--- src/design/owrse_pkg.sv ---
// owrse_pkg: codes, widths and constants of the 1-Wire ROM search engine.
// No dependencies; imported by onewire_rom_search_engine.
`timescale 1ns / 1ps
`default_nettype none

package owrse_pkg;

   // Field and state widths
   localparam int unsigned KindW   = 2;
   localparam int unsigned ActionW = 3;
   localparam int unsigned StatusW = 3;
   localparam int unsigned ByteW   = 8;
   localparam int unsigned RomW    = 64;
   localparam int unsigned PosW    = 7;
   localparam int unsigned FamW    = 4;
   localparam int unsigned IdxW    = 6;
   localparam int unsigned CsrIdxW = 1;

   typedef logic [KindW-1:0]   kind_type;
   typedef logic [ActionW-1:0] action_type;
   typedef logic [StatusW-1:0] status_type;
   typedef logic [PosW-1:0]    pos_type;

   // Input word kinds
   localparam kind_type KIND_CLEAR = 2'd0;
   localparam kind_type KIND_START = 2'd1;
   localparam kind_type KIND_BITS  = 2'd2;

   // Result actions
   localparam action_type ACT_NONE         = 3'd0;
   localparam action_type ACT_SEND_CMD     = 3'd1;
   localparam action_type ACT_WRITE_BIT    = 3'd2;
   localparam action_type ACT_WRITE_FINISH = 3'd3;
   localparam action_type ACT_FINISH       = 3'd4;

   // Pass status
   localparam status_type ST_OK          = 3'd0;
   localparam status_type ST_NO_PRESENCE = 3'd1;
   localparam status_type ST_DONE        = 3'd2;
   localparam status_type ST_NO_RESPONSE = 3'd3;
   localparam status_type ST_CRC_BAD     = 3'd4;
   localparam status_type ST_ZERO_FAMILY = 3'd5;

   // Configuration register indexes
   localparam logic [CsrIdxW-1:0] CSR_SEARCH_CMD = 1'd0;
   localparam logic [CsrIdxW-1:0] CSR_ALARM_CMD  = 1'd1;

   localparam logic [ByteW-1:0] SEARCH_CMD_RESET = 8'hF0;
   localparam logic [ByteW-1:0] ALARM_CMD_RESET  = 8'hEC;

   // Search constants
   localparam logic [ByteW-1:0] CRC_POLY     = 8'h8C;
   localparam pos_type          FIRST_BIT    = 7'd1;
   localparam pos_type          LAST_BIT     = 7'd64;
   localparam pos_type          PAST_LAST    = 7'd65;
   localparam pos_type          FAMILY_LIMIT = 7'd9;

endpackage : owrse_pkg

`default_nettype wire

--- src/design/onewire_rom_search_engine.sv ---
// onewire_rom_search_engine: 1-Wire ROM search (normal / alarm) decision logic.
// Depends on owrse_pkg for codes and constants.
`timescale 1ns / 1ps
`default_nettype none

//  channel  | ports                      | direction | moves
//  ---------+----------------------------+-----------+------------------------------
//  req      | req_valid/req_stall/req_*  | in        | one command or bit-pair word
//  rsp      | rsp_valid/rsp_stall/rsp_*  | out       | one result word per req word
//  csr      | csr_write_enable/index/data| in        | search and alarm command bytes
//
//  Every req word is decided in the cycle it is accepted; its result word sits in
//  the rsp output register on the next cycle. One word per cycle when not
//  stalled, set by the single output register. req_stall is high only while a
//  held result is stalled. Reset (synchronous, active high) clears the search
//  state, sets bit position to one and loads the default command bytes 0xF0 / 0xEC.

module onewire_rom_search_engine
   import owrse_pkg::*;
(
   input  wire logic               clock,
   input  wire logic               reset,
   // request channel
   input  wire logic               req_valid,
   output logic                    req_stall,
   input  wire logic [KindW-1:0]   req_kind,
   input  wire logic               req_alarm_mode,
   input  wire logic               req_presence,
   input  wire logic               req_id_bit,
   input  wire logic               req_complement_bit,
   // response channel
   output logic                    rsp_valid,
   input  wire logic               rsp_stall,
   output logic [ActionW-1:0]      rsp_action,
   output logic [ByteW-1:0]        rsp_command_byte,
   output logic                    rsp_direction,
   output logic                    rsp_found,
   output logic                    rsp_last_device,
   output logic [RomW-1:0]         rsp_rom_id,
   output logic [FamW-1:0]         rsp_family_discrepancy,
   output logic [StatusW-1:0]      rsp_status,
   // configuration port
   input  wire logic               csr_write_enable,
   input  wire logic [CsrIdxW-1:0] csr_index,
   input  wire logic [ByteW-1:0]   csr_write_data
);

   // Search state
   logic [RomW-1:0]  rom_ff, rom_in;
   pos_type          last_disc_ff, last_disc_in;
   logic [FamW-1:0]  fam_disc_ff, fam_disc_in;
   logic             last_dev_ff, last_dev_in;
   pos_type          bit_pos_ff, bit_pos_in;
   pos_type          last_zero_ff, last_zero_in;
   logic [ByteW-1:0] crc_ff, crc_in;
   logic             pass_ff, pass_in;

   // Command bytes
   logic [ByteW-1:0] search_cmd_ff, alarm_cmd_ff;

   // Result register
   logic             rsp_valid_ff;
   action_type       rsp_action_ff, action_in;
   logic [ByteW-1:0] rsp_cmd_ff, cmd_in;
   logic             rsp_dir_ff, dir_in;
   logic             rsp_found_ff, found_in;
   logic             rsp_last_dev_ff;
   logic [RomW-1:0]  rsp_rom_ff;
   logic [FamW-1:0]  rsp_fam_ff;
   status_type       rsp_status_ff, status_in;

   logic             clear_search;
   logic             req_accept;
   logic [IdxW-1:0]  bit_idx;
   logic             crc_mix;

   // Result register frees up when its word leaves in the same cycle.
   assign req_stall  = rsp_valid_ff & rsp_stall;
   assign req_accept = req_valid & ~req_stall;

   // ROM bit index is position minus one, modulo 64.
   assign bit_idx = bit_pos_ff[IdxW-1:0] - IdxW'(1);

   always_comb begin
      rom_in       = rom_ff;
      last_disc_in = last_disc_ff;
      fam_disc_in  = fam_disc_ff;
      last_dev_in  = last_dev_ff;
      bit_pos_in   = bit_pos_ff;
      last_zero_in = last_zero_ff;
      crc_in       = crc_ff;
      pass_in      = pass_ff;
      action_in    = ACT_NONE;
      cmd_in       = '0;
      dir_in       = 1'b0;
      found_in     = 1'b0;
      status_in    = ST_OK;
      clear_search = 1'b0;
      crc_mix      = 1'b0;

      case (req_kind)
         KIND_CLEAR: begin
            clear_search = 1'b1;
            pass_in      = 1'b0;
         end
         KIND_START: begin
            if (last_dev_ff) begin
               pass_in   = 1'b0;
               action_in = ACT_FINISH;
               status_in = ST_DONE;
            end else if (!req_presence) begin
               clear_search = 1'b1;
               pass_in      = 1'b0;
               action_in    = ACT_FINISH;
               status_in    = ST_NO_PRESENCE;
            end else begin
               pass_in      = 1'b1;
               bit_pos_in   = FIRST_BIT;
               last_zero_in = '0;
               crc_in       = '0;
               action_in    = ACT_SEND_CMD;
               cmd_in       = req_alarm_mode ? alarm_cmd_ff : search_cmd_ff;
            end
         end
         KIND_BITS: begin
            if (pass_ff) begin
               if (req_id_bit && req_complement_bit) begin
                  // nobody on the bus drove the slot
                  clear_search = 1'b1;
                  pass_in      = 1'b0;
                  action_in    = ACT_FINISH;
                  status_in    = ST_NO_RESPONSE;
               end else begin
                  if (req_id_bit != req_complement_bit) begin
                     dir_in = req_id_bit;
                  end else begin
                     // discrepancy: follow the previous path, take 1 at the
                     // last branch point, 0 beyond it
                     if (bit_pos_ff < last_disc_ff) begin
                        dir_in = rom_ff[bit_idx];
                     end else begin
                        dir_in = (bit_pos_ff == last_disc_ff);
                     end
                     if (!dir_in) begin
                        last_zero_in = bit_pos_ff;
                        if (bit_pos_ff < FAMILY_LIMIT) begin
                           fam_disc_in = bit_pos_ff[FamW-1:0];
                        end
                     end
                  end

                  rom_in[bit_idx] = dir_in;
                  crc_mix = crc_ff[0] ^ dir_in;
                  crc_in  = {1'b0, crc_ff[ByteW-1:1]} ^ (crc_mix ? CRC_POLY : '0);

                  if (bit_pos_ff < LAST_BIT) begin
                     bit_pos_in = bit_pos_ff + FIRST_BIT;
                     action_in  = ACT_WRITE_BIT;
                  end else begin
                     pass_in    = 1'b0;
                     bit_pos_in = PAST_LAST;
                     action_in  = ACT_WRITE_FINISH;
                     if (crc_in != '0) begin
                        clear_search = 1'b1;
                        status_in    = ST_CRC_BAD;
                     end else begin
                        last_disc_in = last_zero_in;
                        if (last_zero_in == '0) begin
                           last_dev_in = 1'b1;
                        end
                        if (rom_in[ByteW-1:0] == '0) begin
                           clear_search = 1'b1;
                           status_in    = ST_ZERO_FAMILY;
                        end else begin
                           found_in = 1'b1;
                        end
                     end
                  end
               end
            end
         end
         default: begin
         end
      endcase

      if (clear_search) begin
         rom_in       = '0;
         last_disc_in = '0;
         fam_disc_in  = '0;
         last_dev_in  = 1'b0;
      end
   end

   always_ff @(posedge clock) begin
      if (reset) begin
         rom_ff        <= '0;
         last_disc_ff  <= '0;
         fam_disc_ff   <= '0;
         last_dev_ff   <= 1'b0;
         bit_pos_ff    <= FIRST_BIT;
         last_zero_ff  <= '0;
         crc_ff        <= '0;
         pass_ff       <= 1'b0;
         search_cmd_ff <= SEARCH_CMD_RESET;
         alarm_cmd_ff  <= ALARM_CMD_RESET;
         rsp_valid_ff  <= 1'b0;
      end else begin
         if (csr_write_enable) begin
            unique case (csr_index)
               CSR_SEARCH_CMD: search_cmd_ff <= csr_write_data;
               CSR_ALARM_CMD:  alarm_cmd_ff  <= csr_write_data;
               default: begin
               end
            endcase
         end
         if (req_accept) begin
            rom_ff       <= rom_in;
            last_disc_ff <= last_disc_in;
            fam_disc_ff  <= fam_disc_in;
            last_dev_ff  <= last_dev_in;
            bit_pos_ff   <= bit_pos_in;
            last_zero_ff <= last_zero_in;
            crc_ff       <= crc_in;
            pass_ff      <= pass_in;
            rsp_valid_ff <= 1'b1;
         end else if (!rsp_stall) begin
            rsp_valid_ff <= 1'b0;
         end
      end
   end

   // Result payload, loaded on accept only
   always_ff @(posedge clock) begin
      if (req_accept) begin
         rsp_action_ff   <= action_in;
         rsp_cmd_ff      <= cmd_in;
         rsp_dir_ff      <= dir_in;
         rsp_found_ff    <= found_in;
         rsp_last_dev_ff <= last_dev_in;
         rsp_rom_ff      <= rom_in;
         rsp_fam_ff      <= fam_disc_in;
         rsp_status_ff   <= status_in;
      end
   end

   assign rsp_valid              = rsp_valid_ff;
   assign rsp_action             = rsp_action_ff;
   assign rsp_command_byte       = rsp_cmd_ff;
   assign rsp_direction          = rsp_dir_ff;
   assign rsp_found              = rsp_found_ff;
   assign rsp_last_device        = rsp_last_dev_ff;
   assign rsp_rom_id             = rsp_rom_ff;
   assign rsp_family_discrepancy = rsp_fam_ff;
   assign rsp_status             = rsp_status_ff;

   // An open pass always points at one of the 64 ROM bits.
   a_pos_range: assert property (@(posedge clock) disable iff (reset)
      pass_ff |-> (bit_pos_ff >= FIRST_BIT && bit_pos_ff <= LAST_BIT))
      else $error("open pass with bit position out of range");

   // Family discrepancy never leaves the family byte.
   a_fam_range: assert property (@(posedge clock) disable iff (reset)
      fam_disc_ff < FAMILY_LIMIT[FamW-1:0])
      else $error("family discrepancy beyond family byte");

   // Once the last device is found no pass stays open.
   a_last_dev_closed: assert property (@(posedge clock) disable iff (reset)
      last_dev_ff |-> !pass_ff)
      else $error("pass open after last device");

   // Found only comes with a clean final bit.
   a_found_ok: assert property (@(posedge clock) disable iff (reset)
      (rsp_valid_ff && rsp_found_ff) |->
         (rsp_action_ff == ACT_WRITE_FINISH && rsp_status_ff == ST_OK))
      else $error("found without a clean finish");

   // A held result word is not overwritten.
   a_hold: assert property (@(posedge clock) disable iff (reset)
      (rsp_valid_ff && rsp_stall) |=> $stable(rsp_rom_ff) && $stable(rsp_action_ff))
      else $error("stalled result changed");

endmodule : onewire_rom_search_engine

`default_nettype wire
--- config.mk ---
export PLATFORM = sky130hd
export DESIGN_NAME = onewire_rom_search_engine
export DESIGN_NICKNAME = d
export VERILOG_FILES = /design/src/design/owrse_pkg.sv /design/src/design/onewire_rom_search_engine.sv
export SDC_FILE = /design/constraint.sdc
export NUM_CORES = 1
export LEC_CHECK = 0
export BUFFER_PORTS_ARGS = -buffer_cell sky130_fd_sc_hd__buf_2
export CORE_MARGIN = 3
export CORE_UTILIZATION = 50
export CTS_BUF_LIST = sky130_fd_sc_hd__clkbuf_8
export CTS_CLUSTER_DIAMETER = 50
export DETAILED_ROUTE_END_ITERATION = 16
export PLACE_DENSITY = 0.69
export RECOVER_POWER = 100
export SLEW_MARGIN = 20
export SYNTH_ARGS = -nofsm -noshare
export SYNTH_HDL_FRONTEND = slang
export SYNTH_SLANG_ARGS = --single-unit
--- constraint.sdc ---
create_clock -name clock -period 11.9 [get_ports clock]
set_input_delay 1.19 -clock clock [delete_from_list [all_inputs] [get_ports clock]]
set_output_delay 1.19 -clock clock [all_outputs]
set_load 0.005 [all_outputs]
==> results of run 1 <==
layout make-up:
type | instances | area share [%]
Clock buffer | 41 | 4.67
Timing Repair Buffer | 120 | 4.69
Clock inverter | 21 | 0.798
Multi-Input combinational cell | 844 | 43.9
Sequential cell | 201 | 40.4
Inverter | 86 | 2.68
Tap cell | 275 | 2.85
logic make-up after synthesis:
logic type,synth area share (%)
XOR/XNOR,0.653
buffers and inverters,7.09
multiplexers,4.16
flip-flops,43.9
AND/OR/NAND/NOR,18.3
AO/OA/AOI/OAI,24.3
adder cells (fa/ha/maj),1.69
power by group:
part	switching, uW	internal, uW
Clock	285	314
Sequential	5.29	736
Combinational	96.6	45.0
cells in the mapped netlist (11+ instances only):
cell and number:
dfxtp_1 116, and3_1 11, nand3_1 22, buf_1 14, clkbuf_1 70, nor3_1 22, a22oi_1 14, nand4_1 11
o21ai_0 13, inv_1 84, o32ai_2 50, o32ai_1 17, edfxtp_1 85, mux2i_1 26, nand2_1 65, a211oi_1 68
a21oi_1 97, nor3b_1 13, nor2_1 256, ha_1 15
metrics by stage:
step / instance area, um^2 / std cells / util, % / total power [uW]
floorplan: 11100 / 1235 / - / 856
global placement: 11700 / 1526 / 54.4 / 896
detailed placement: 11700 / 1526 / 54.4 / 899
CTS: 12300 / 1588 / 57.5 / 1500
global route: 12100 / 1588 / 56.4 / 1540
finish: 12100 / 1588 / 56.4 / 1480
routing by layer:
layer  track usage, %  up-vias  part of all wire [%]
li1                 -     4601                     -
met1             32.0     4506                    44
met2             38.4      377                    47
met3             4.34       51                   6.9
met4             8.24        0                   2.2
met5                0        -                     0
worst max-delay path: cells and delay by family, from the launching register on:
| kind | cells | cell delay [ns] |
|---|---|---|
| compound gates | 7 | 2.69 |
| buf+inv | 2 | 2.01 |
| xor+xnor | 1 | 1.96 |
| flops | 1 | 0.64 |
| fa+ha+maj | 1 | 0.37 |
| mux | 1 | 0.26 |
worst max-delay path by stage:
stage,endpoint,slack [ns],start
final,fam_disc_ff[1],3.79,bit_pos_ff[1]
after global routing,fam_disc_ff[2],3.16,bit_pos_ff[1]
after CTS,rom_ff[62],6.67,bit_pos_ff[1]
after detailed placement,rom_ff[62],6.70,bit_pos_ff[1]
after global placement,rom_ff[4],6.84,bit_pos_ff[1]
after floorplan,last_dev_ff,7.29,rsp_stall
flip-flops by register name, summed over array words and instances (netlist names), 8 cells and up:
name	count
rsp_rom_id	64
crc_ff	8
search_cmd_ff	8
rom_ff	64
rsp_command_byte	8
alarm_cmd_ff	8
layout by cell type (no fill, tap or decap), types with 6 or more instances in the layout:
| master | count |
|---|---|
| a22oi_1 | 14 |
| o32ai_2 | 31 |
| nand3b_1 | 10 |
| a211oi_1 | 68 |
| clkbuf_8 | 41 |
| inv_1 | 95 |
| nor3b_1 | 13 |
| a31oi_1 | 10 |
| clkbuf_1 | 46 |
| o32ai_1 | 36 |
| a211o_1 | 10 |
| buf_2 | 63 |
| o21ai_1 | 7 |
| nor2_1 | 255 |
| nor2b_1 | 8 |
| nand4_1 | 11 |
| mux2i_1 | 26 |
| and3_1 | 11 |
| nor4_1 | 6 |
| ha_1 | 15 |
| nor3_1 | 22 |
| edfxtp_1 | 85 |
| nand3_1 | 22 |
| mux2_1 | 7 |
| a21oi_1 | 97 |
| buf_4 | 10 |
| nand2b_1 | 10 |
| nand2_1 | 65 |
| o21ai_0 | 15 |
| dfxtp_1 | 115 |
==> impl_summary.txt, run 1 <==
----------------------------------------------------
[Synthesis]
  Synth cell types ... 68
  Register bit total from synthesis ... 201
  Synth Net Count ... between 1k and 1.5k
  Mapped Area ... 11100 um^2
  Post-synthesis sequential area ratio ... about 44%
  Cell types occupying the most area after synthesis ... edfxtp_1 23%, dfxtp_1 21%, nor2_1 8.6%, o32ai_2 7.3%, a211oi_1 4.6%
  Post-synth ARST share ... 0%
  Count of flip-flops with a built-in enable after synthesis ... 85
  Flip-flop cell with the highest count after synthesis ... dfxtp_1
  Post-synthesis cell count ... about 1.2k
  Mean post-synth cell area ... 9.00 um^2
  Area fraction of the dominant cell type after synthesis ... ~23%
  Yosys warning total ... 0
  Post-synthesis cell type with the largest combined area ... edfxtp_1

[Clock network]
  Total setup buffers inserted after CTS ... 0
  Quantity of hold-fixing buffers added after cts ... 0
  TritonCTS buffer count ... 34
  Clk sinks ... approximately 200
  Clock root cell ... clkbuf_8
  Post-CTS sizing ... 0
  Max clock buf depth ... 3
  CTS tree ... yes
  Clock slew at the register clock pins of the worst setup and hold paths ... 0.06 ns
  H-Tree Level Count ... 2
  Clock latency reported for the late side of the worst-skew pair ... 0.53 ns

[GRT]
  Pin count of the biggest net entering global routing ... between 70 and 80
  Initial antenna violation count ... 0
  Vias in the first global route ... 9055
  Wire length of the first global-routing pass ... around 47000 um
  Total global routing track utilization ... a little under a quarter
  Remaining global-route overflow ... 0

[STA]
  Fmax ... 123 MHz
  Time the worst path needs with I/O delays and setup ... slightly above 8 ns
  Worst slack on hold paths ... 0.449 ns
  Final count of negative-setup-slack endpoints ... 0
  Setup TNS ... 0 ns
  Final clock skew ... 0.0234 ns
  Least-Margin Pin Slew ... roughly 3.0 ns
  Final Hold Viols ... 0
  Final Cycle Share ... around 68%
  Worst slew margin relative to its limit ... -100%
  Max Slew Vio Count ... 371
  PnR worst setup slack ... 3.79 ns
  Setup repair after global routing missed its margin ... no

[Power and ir drop]
  Power density normalized to cell area ... 123 nW/um^2
  IR Drop Worst-Case VDD ... ~0.000064 V
  Leakage power total ... 0.00418 uW

[Floorplanning]
  Starting utilization of the core area ... 51.9%
  Die H ... around 160 um
  Horizontal die dimension ... 155 um
  Core Box Area ... 21400 um^2
  Placement row count ... 53
  Area enclosed by the die boundary ... roughly 24000 um^2
  Num ports ... 107

[Layout]
  Area growth from synthesis to layout ... 8.67%
  Share of post-route cells with drive strength above 1 ... 13.4%
  Number of inserted diodes ... 0
  Area used by multi-input combinational logic ... 5310 um^2
  Sequential cell area ... 4880 um^2
  Count of filler cells inserted in the layout ... 1983
  Number of nets at the end of the flow ... 1322

[Job]
  Number of maximum-capacitance constraint violations ... 8

[Detailed routing]
  Total Wirelength ... 29300 um
  Wire length per cell ... between 15 and 20 um
  Via count normalized by instance count ... 6.00
  Initial DRT Pass Iterations ... 7
  Total number of vias ... 9535
  ANT nets after route ... 0
  # DRC ... 0
  Count of routing violations after the opening detailed-route iteration ... between 700 and 800

[Worst setup path]
  Highest-delay cell along the critical path ... xnor2_1
  Path type of the worst setup path ... reg -> reg
  Highest fanout seen on the critical path ... between 50 and 60
  Cell occurring most often along the worst timing path ... o21ai_0
  Critical register-to-register path endpoint ... fam_disc_ff[1]
  Largest stage delay on the critical path ... just under 2 ns
  Launching element type of the critical path ... flip-flop
  Cell count of the worst reg-to-reg path ... 12
  Required time of the critical path ... around 12 ns
  Arrival time reported for the critical path endpoint ... 8.52 ns
  Launching point of the worst reg2reg path ... bit_pos_ff[1]
  Cell Chain, Critical Path ... inv_1 > ha_1 > xnor2_1 > o21ai_0 > a211o_1 > a311o_1 > o21ai_0 > mux2i_1 > o21ai_4 > clkbuf_1 > o21ai_0 > a21oi_1
  Type of element capturing the critical path ... flip-flop
  Reg2Reg Setup Slack ... ~3.8 ns

[Hold path]
  Startpoint of the tightest hold check path ... fam_disc_ff[0]
  Min-Delay Path Class ... reg -> reg
  Cell depth of the worst hold path ... 2
  Endpoint of the worst hold-timing path ... fam_disc_ff[0]

[Place]
  Final weighted congestion in routability-driven placement ... between 0.9 and 1
  Final HPWL from detailed placement ... roughly 18000 um
  Worst slack after detailed placement ... 6.70 ns
  Buffers on Ports ... 106

[Run status]
  Result of the run ... finished, violations left
  Violated checks ... max-capacitance violations, max-slew violations

----------------------------------------------------
Power figures use the tool's default switching activity.
==> inputs of run 2 (changes only) <==
--- a/config.mk
+++ b/config.mk
@@ -5,13 +5,14 @@
 export SDC_FILE = /design/constraint.sdc
 export NUM_CORES = 1
 export LEC_CHECK = 0
+export ABC_AREA = 1
 export BUFFER_PORTS_ARGS = -buffer_cell sky130_fd_sc_hd__buf_2
 export CORE_MARGIN = 3
 export CORE_UTILIZATION = 50
 export CTS_BUF_LIST = sky130_fd_sc_hd__clkbuf_8
 export CTS_CLUSTER_DIAMETER = 50
 export DETAILED_ROUTE_END_ITERATION = 16
-export PLACE_DENSITY = 0.69
+export PLACE_DENSITY = 0.7
 export RECOVER_POWER = 100
 export SLEW_MARGIN = 20
 export SYNTH_ARGS = -nofsm -noshare
==> constraint.sdc (replaced) <==
create_clock -name clock -period 8.4 [get_ports clock]
set_input_delay 0.84 -clock clock [delete_from_list [all_inputs] [get_ports clock]]
set_output_delay 0.84 -clock clock [all_outputs]
set_load 0.005 [all_outputs]
==> impl_summary.txt, run 2 <==
----------------------------------------------------
[Power and ir drop]
  IR Drop Worst-Case VDD ... 0.000116 V
  Leakage power total ... 0.00522 uW
  Power density normalized to cell area ... between 200 and 250 nW/um^2
  Total power ... approximately 2500 uW

[Worst setup path]
  Cell occurring most often along the worst timing path ... nand2_1
  Launching point of the worst reg2reg path ... bit_pos_ff[0]
  Type of element capturing the critical path ... flip-flop
  Highest fanout seen on the critical path ... 50
  Arrival time reported for the critical path endpoint ... 6.91 ns
  Reg2Reg Setup Slack ... just under 2 ns
  Number of logic stages on the critical path including buffering ... 26
  Critical register-to-register path endpoint ... last_disc_ff[4]
  Cell type group with the largest total delay on the critical path ... simple AND/OR/NAND/NOR gates
  Largest stage delay on the critical path ... 0.89 ns
  Path type of the worst setup path ... reg -> reg
  Highest-delay cell along the critical path ... inv_1
  Critical path buffers and inverters ... 4
  Required time of the critical path ... 8.84 ns
  Cell count of the worst reg-to-reg path ... 26
  Launching element type of the critical path ... flip-flop

[STA]
  Time the worst path needs with I/O delays and setup ... between 6 and 7 ns
  Final count of negative-setup-slack endpoints ... 0
  Setup repair after global routing missed its margin ... no
  Final Cycle Share ... 77.0%
  Fmax ... 155 MHz
  Setup TNS ... 0 ns
  Worst slew margin relative to its limit ... -149%
  Worst slack on hold paths ... around 0.45 ns
  Final Hold Viols ... 0
  Max Slew Vio Count ... between 200 and 250
  Final clock skew ... around 0.029 ns
  Least-Margin Pin Slew ... 3.74 ns

[Floorplanning]
  Placement row count ... 51
  Starting utilization of the core area ... between 50 and 60%
  Core Box Area ... 19600 um^2
  Die H ... about 150 um
  Area enclosed by the die boundary ... 21900 um^2
  Num ports ... 107
  Horizontal die dimension ... 148 um

[Synthesis]
  Post-synth ARST share ... 0%
  Cell types occupying the most area after synthesis ... edfxtp_1 25%, dfxtp_1 23%, nand2_1 16%, o21ai_0 8.8%, inv_1 6.5%
  Count of flip-flops with a built-in enable after synthesis ... 85
  Post-synthesis sequential area ratio ... 48.4%
  Area fraction of the dominant cell type after synthesis ... 25.4%
  Synth Net Count ... 1398
  Yosys warning total ... 0
  Post-synthesis cell count ... 1363
  Register bit total from synthesis ... 201
  Mean post-synth cell area ... between 7 and 8 um^2
  Dominant cell by count in the synthesized netlist ... nand2_1
  Mapped Area ... 10100 um^2
  Flip-flop cell with the highest count after synthesis ... dfxtp_1
  Top cell types by occurrence after synthesis ... 425 x nand2_1, 177 x o21ai_0, 173 x inv_1
  Synth cell types ... 41
  Post-synthesis cell type with the largest combined area ... edfxtp_1

[Clock network]
  CTS tree ... yes
  TritonCTS buffer count ... 37
  Clock root cell ... clkbuf_8
  Post-CTS sizing ... 0
  Clock slew at the register clock pins of the worst setup and hold paths ... 0.06 ns
  Quantity of hold-fixing buffers added after cts ... 0
  Clock latency reported for the late side of the worst-skew pair ... between 0.5 and 0.6 ns
  Clk sinks ... 201
  Max clock buf depth ... 3
  Total setup buffers inserted after CTS ... 0
  H-Tree Level Count ... 2

[Layout]
  Number of inserted diodes ... 0
  Number of nets at the end of the flow ... 1485
  Most common cell after layout, fill and taps aside ... nand2_1
  Area used by multi-input combinational logic ... 4180 um^2
  Most used cells in the layout excluding fill and tap cells ... 426 x nand2_1, 180 x inv_1, 177 x o21ai_0
  Area growth from synthesis to layout ... 13.6%
  Sequential cell area ... 4870 um^2
  Count of filler cells inserted in the layout ... 1877
  Utilization of the core after routing ... ~58%
  Share of post-route cells with drive strength above 1 ... 9.74%

[Detailed routing]
  ANT nets after route ... 0
  Met3 WL ... around 1800 um
  Routed length on met2 ... 10900 um
  Total number of vias ... roughly 8.8k
  Highest layer used for signal routing ... met4
  Initial DRT Pass Iterations ... 5
  Met1 Routed Length ... 11200 um
  Count of routing violations after the opening detailed-route iteration ... 597
  Wire length per cell ... 14.0 um
  Via count normalized by instance count ... roughly 5.1
  Total Wirelength ... 24300 um
  # DRC ... 0

[Hold path]
  Startpoint of the tightest hold check path ... search_cmd_ff[1]
  Endpoint of the worst hold-timing path ... search_cmd_ff[1]
  Cell depth of the worst hold path ... 2
  Min-Delay Path Class ... reg -> reg

[Run status]
  Violated checks ... max-capacitance violations, max-slew violations
  Result of the run ... finished, violations left

[Place]
  Buffers on Ports ... 106
  Final weighted congestion in routability-driven placement ... ~0.85
  Final HPWL from detailed placement ... 15800 um

[GRT]
  Remaining global-route overflow ... 0
  Vias in the first global route ... approximately 8k
  Pin count of the biggest net entering global routing ... 106
  Initial antenna violation count ... 0
  Total global routing track utilization ... 21.8%
  Wire length of the first global-routing pass ... 39500 um

[Job]
  Number of maximum-capacitance constraint violations ... 3

----------------------------------------------------
[run 2: cell types whose count changed after synthesis, sizes merged, moves of 22 or more]
| cell | change |
|---|---|
| nor2 | -164 |
| inv | +97 |
| mux2i | -22 |
| o32ai | -67 |
| nand2 | +365 |
| a211oi | -64 |
| o21ai | +156 |
| clkbuf | -25 |
[run 2: cells by family after synthesis]
| family | synth area share [%] |
|---|---|
| flops | 48.4 |
| simple gates | 22.9 |
| compound gates | 16.1 |
| fa+ha+maj | 1.86 |
| xor+xnor | 0.522 |
| buf+inv | 9.72 |
| mux | 0.398 |
[run 2: routing by layer]
layer	vias up	global-route usage, %
li1	4564	-
met1	3958	31.5
met2	286	33.3
met3	41	4.38
met4	0	6.37
met5	-	0
[run 2: power breakdown]
part	leakage [uW]	internal (uW)	total (uW)	switching, uW
combinational	0.00296	95.4	303	207
clock	0.000448	628	1060	429
sequential	0.00181	1090	1110	28.6
[run 2: worst max-delay path by stage]
| stage | from | end | slack [ns] |
|---|---|---|---|
| 6_report | bit_pos_ff[0] | last_disc_ff[4] | 1.93 |
| 5_1_grt | bit_pos_ff[0] | last_disc_ff[4] | 1.40 |
| 4_1_cts | bit_pos_ff[0] | last_disc_ff[4] | 2.98 |
| 3_5_place_dp | bit_pos_ff[0] | last_disc_ff[4] | 3.03 |
| 3_3_place_gp | bit_pos_ff[0] | last_disc_ff[4] | 3.21 |
| 2_1_floorplan | rsp_stall | rsp_action[0] | 3.96 |
[run 2: worst register-to-register path: stages, from the launching register on]
cell	delay [ns]
dfxtp_1	0.31
inv_1	0.89
ha_1	0.60
inv_1	0.55
nand3_1	0.16
nand2_1	0.09
nand2_1	0.05
nand3_1	0.09
nand2_1	0.05
nand2_1	0.05
nand3_1	0.07
o21bai_1	0.24
clkinv_1	0.11
nand2_1	0.34
nand2_4	0.39
xnor2_1	0.55
nor2_1	0.11
nand2_1	0.09
nand2_1	0.04
nand2_1	0.07
nand2_2	0.38
buf_4	0.47
nand2_1	0.26
nand2_1	0.10
nand2_1	0.09
nand2_1	0.05
nor2_1	0.21
[run 2: area by class of cell]
class	instances	share of cell area, %
timing repair buffer	112	4.47
clock buffer	39	4.69
clock inverter	29	2.72
inverter	184	6.04
tap	265	2.90
sequential	201	42.6
multi-input combinational	914	36.6
[run 2: stage by stage]
step	area [um^2]	worst slack [ns]	cells
floorplan	10100	3.96	1363
global placement	10700	3.21	1676
detailed placement	10700	3.03	1676
CTS	11500	2.98	1744
global route	11400	1.40	1744
finish	11400	1.93	1744
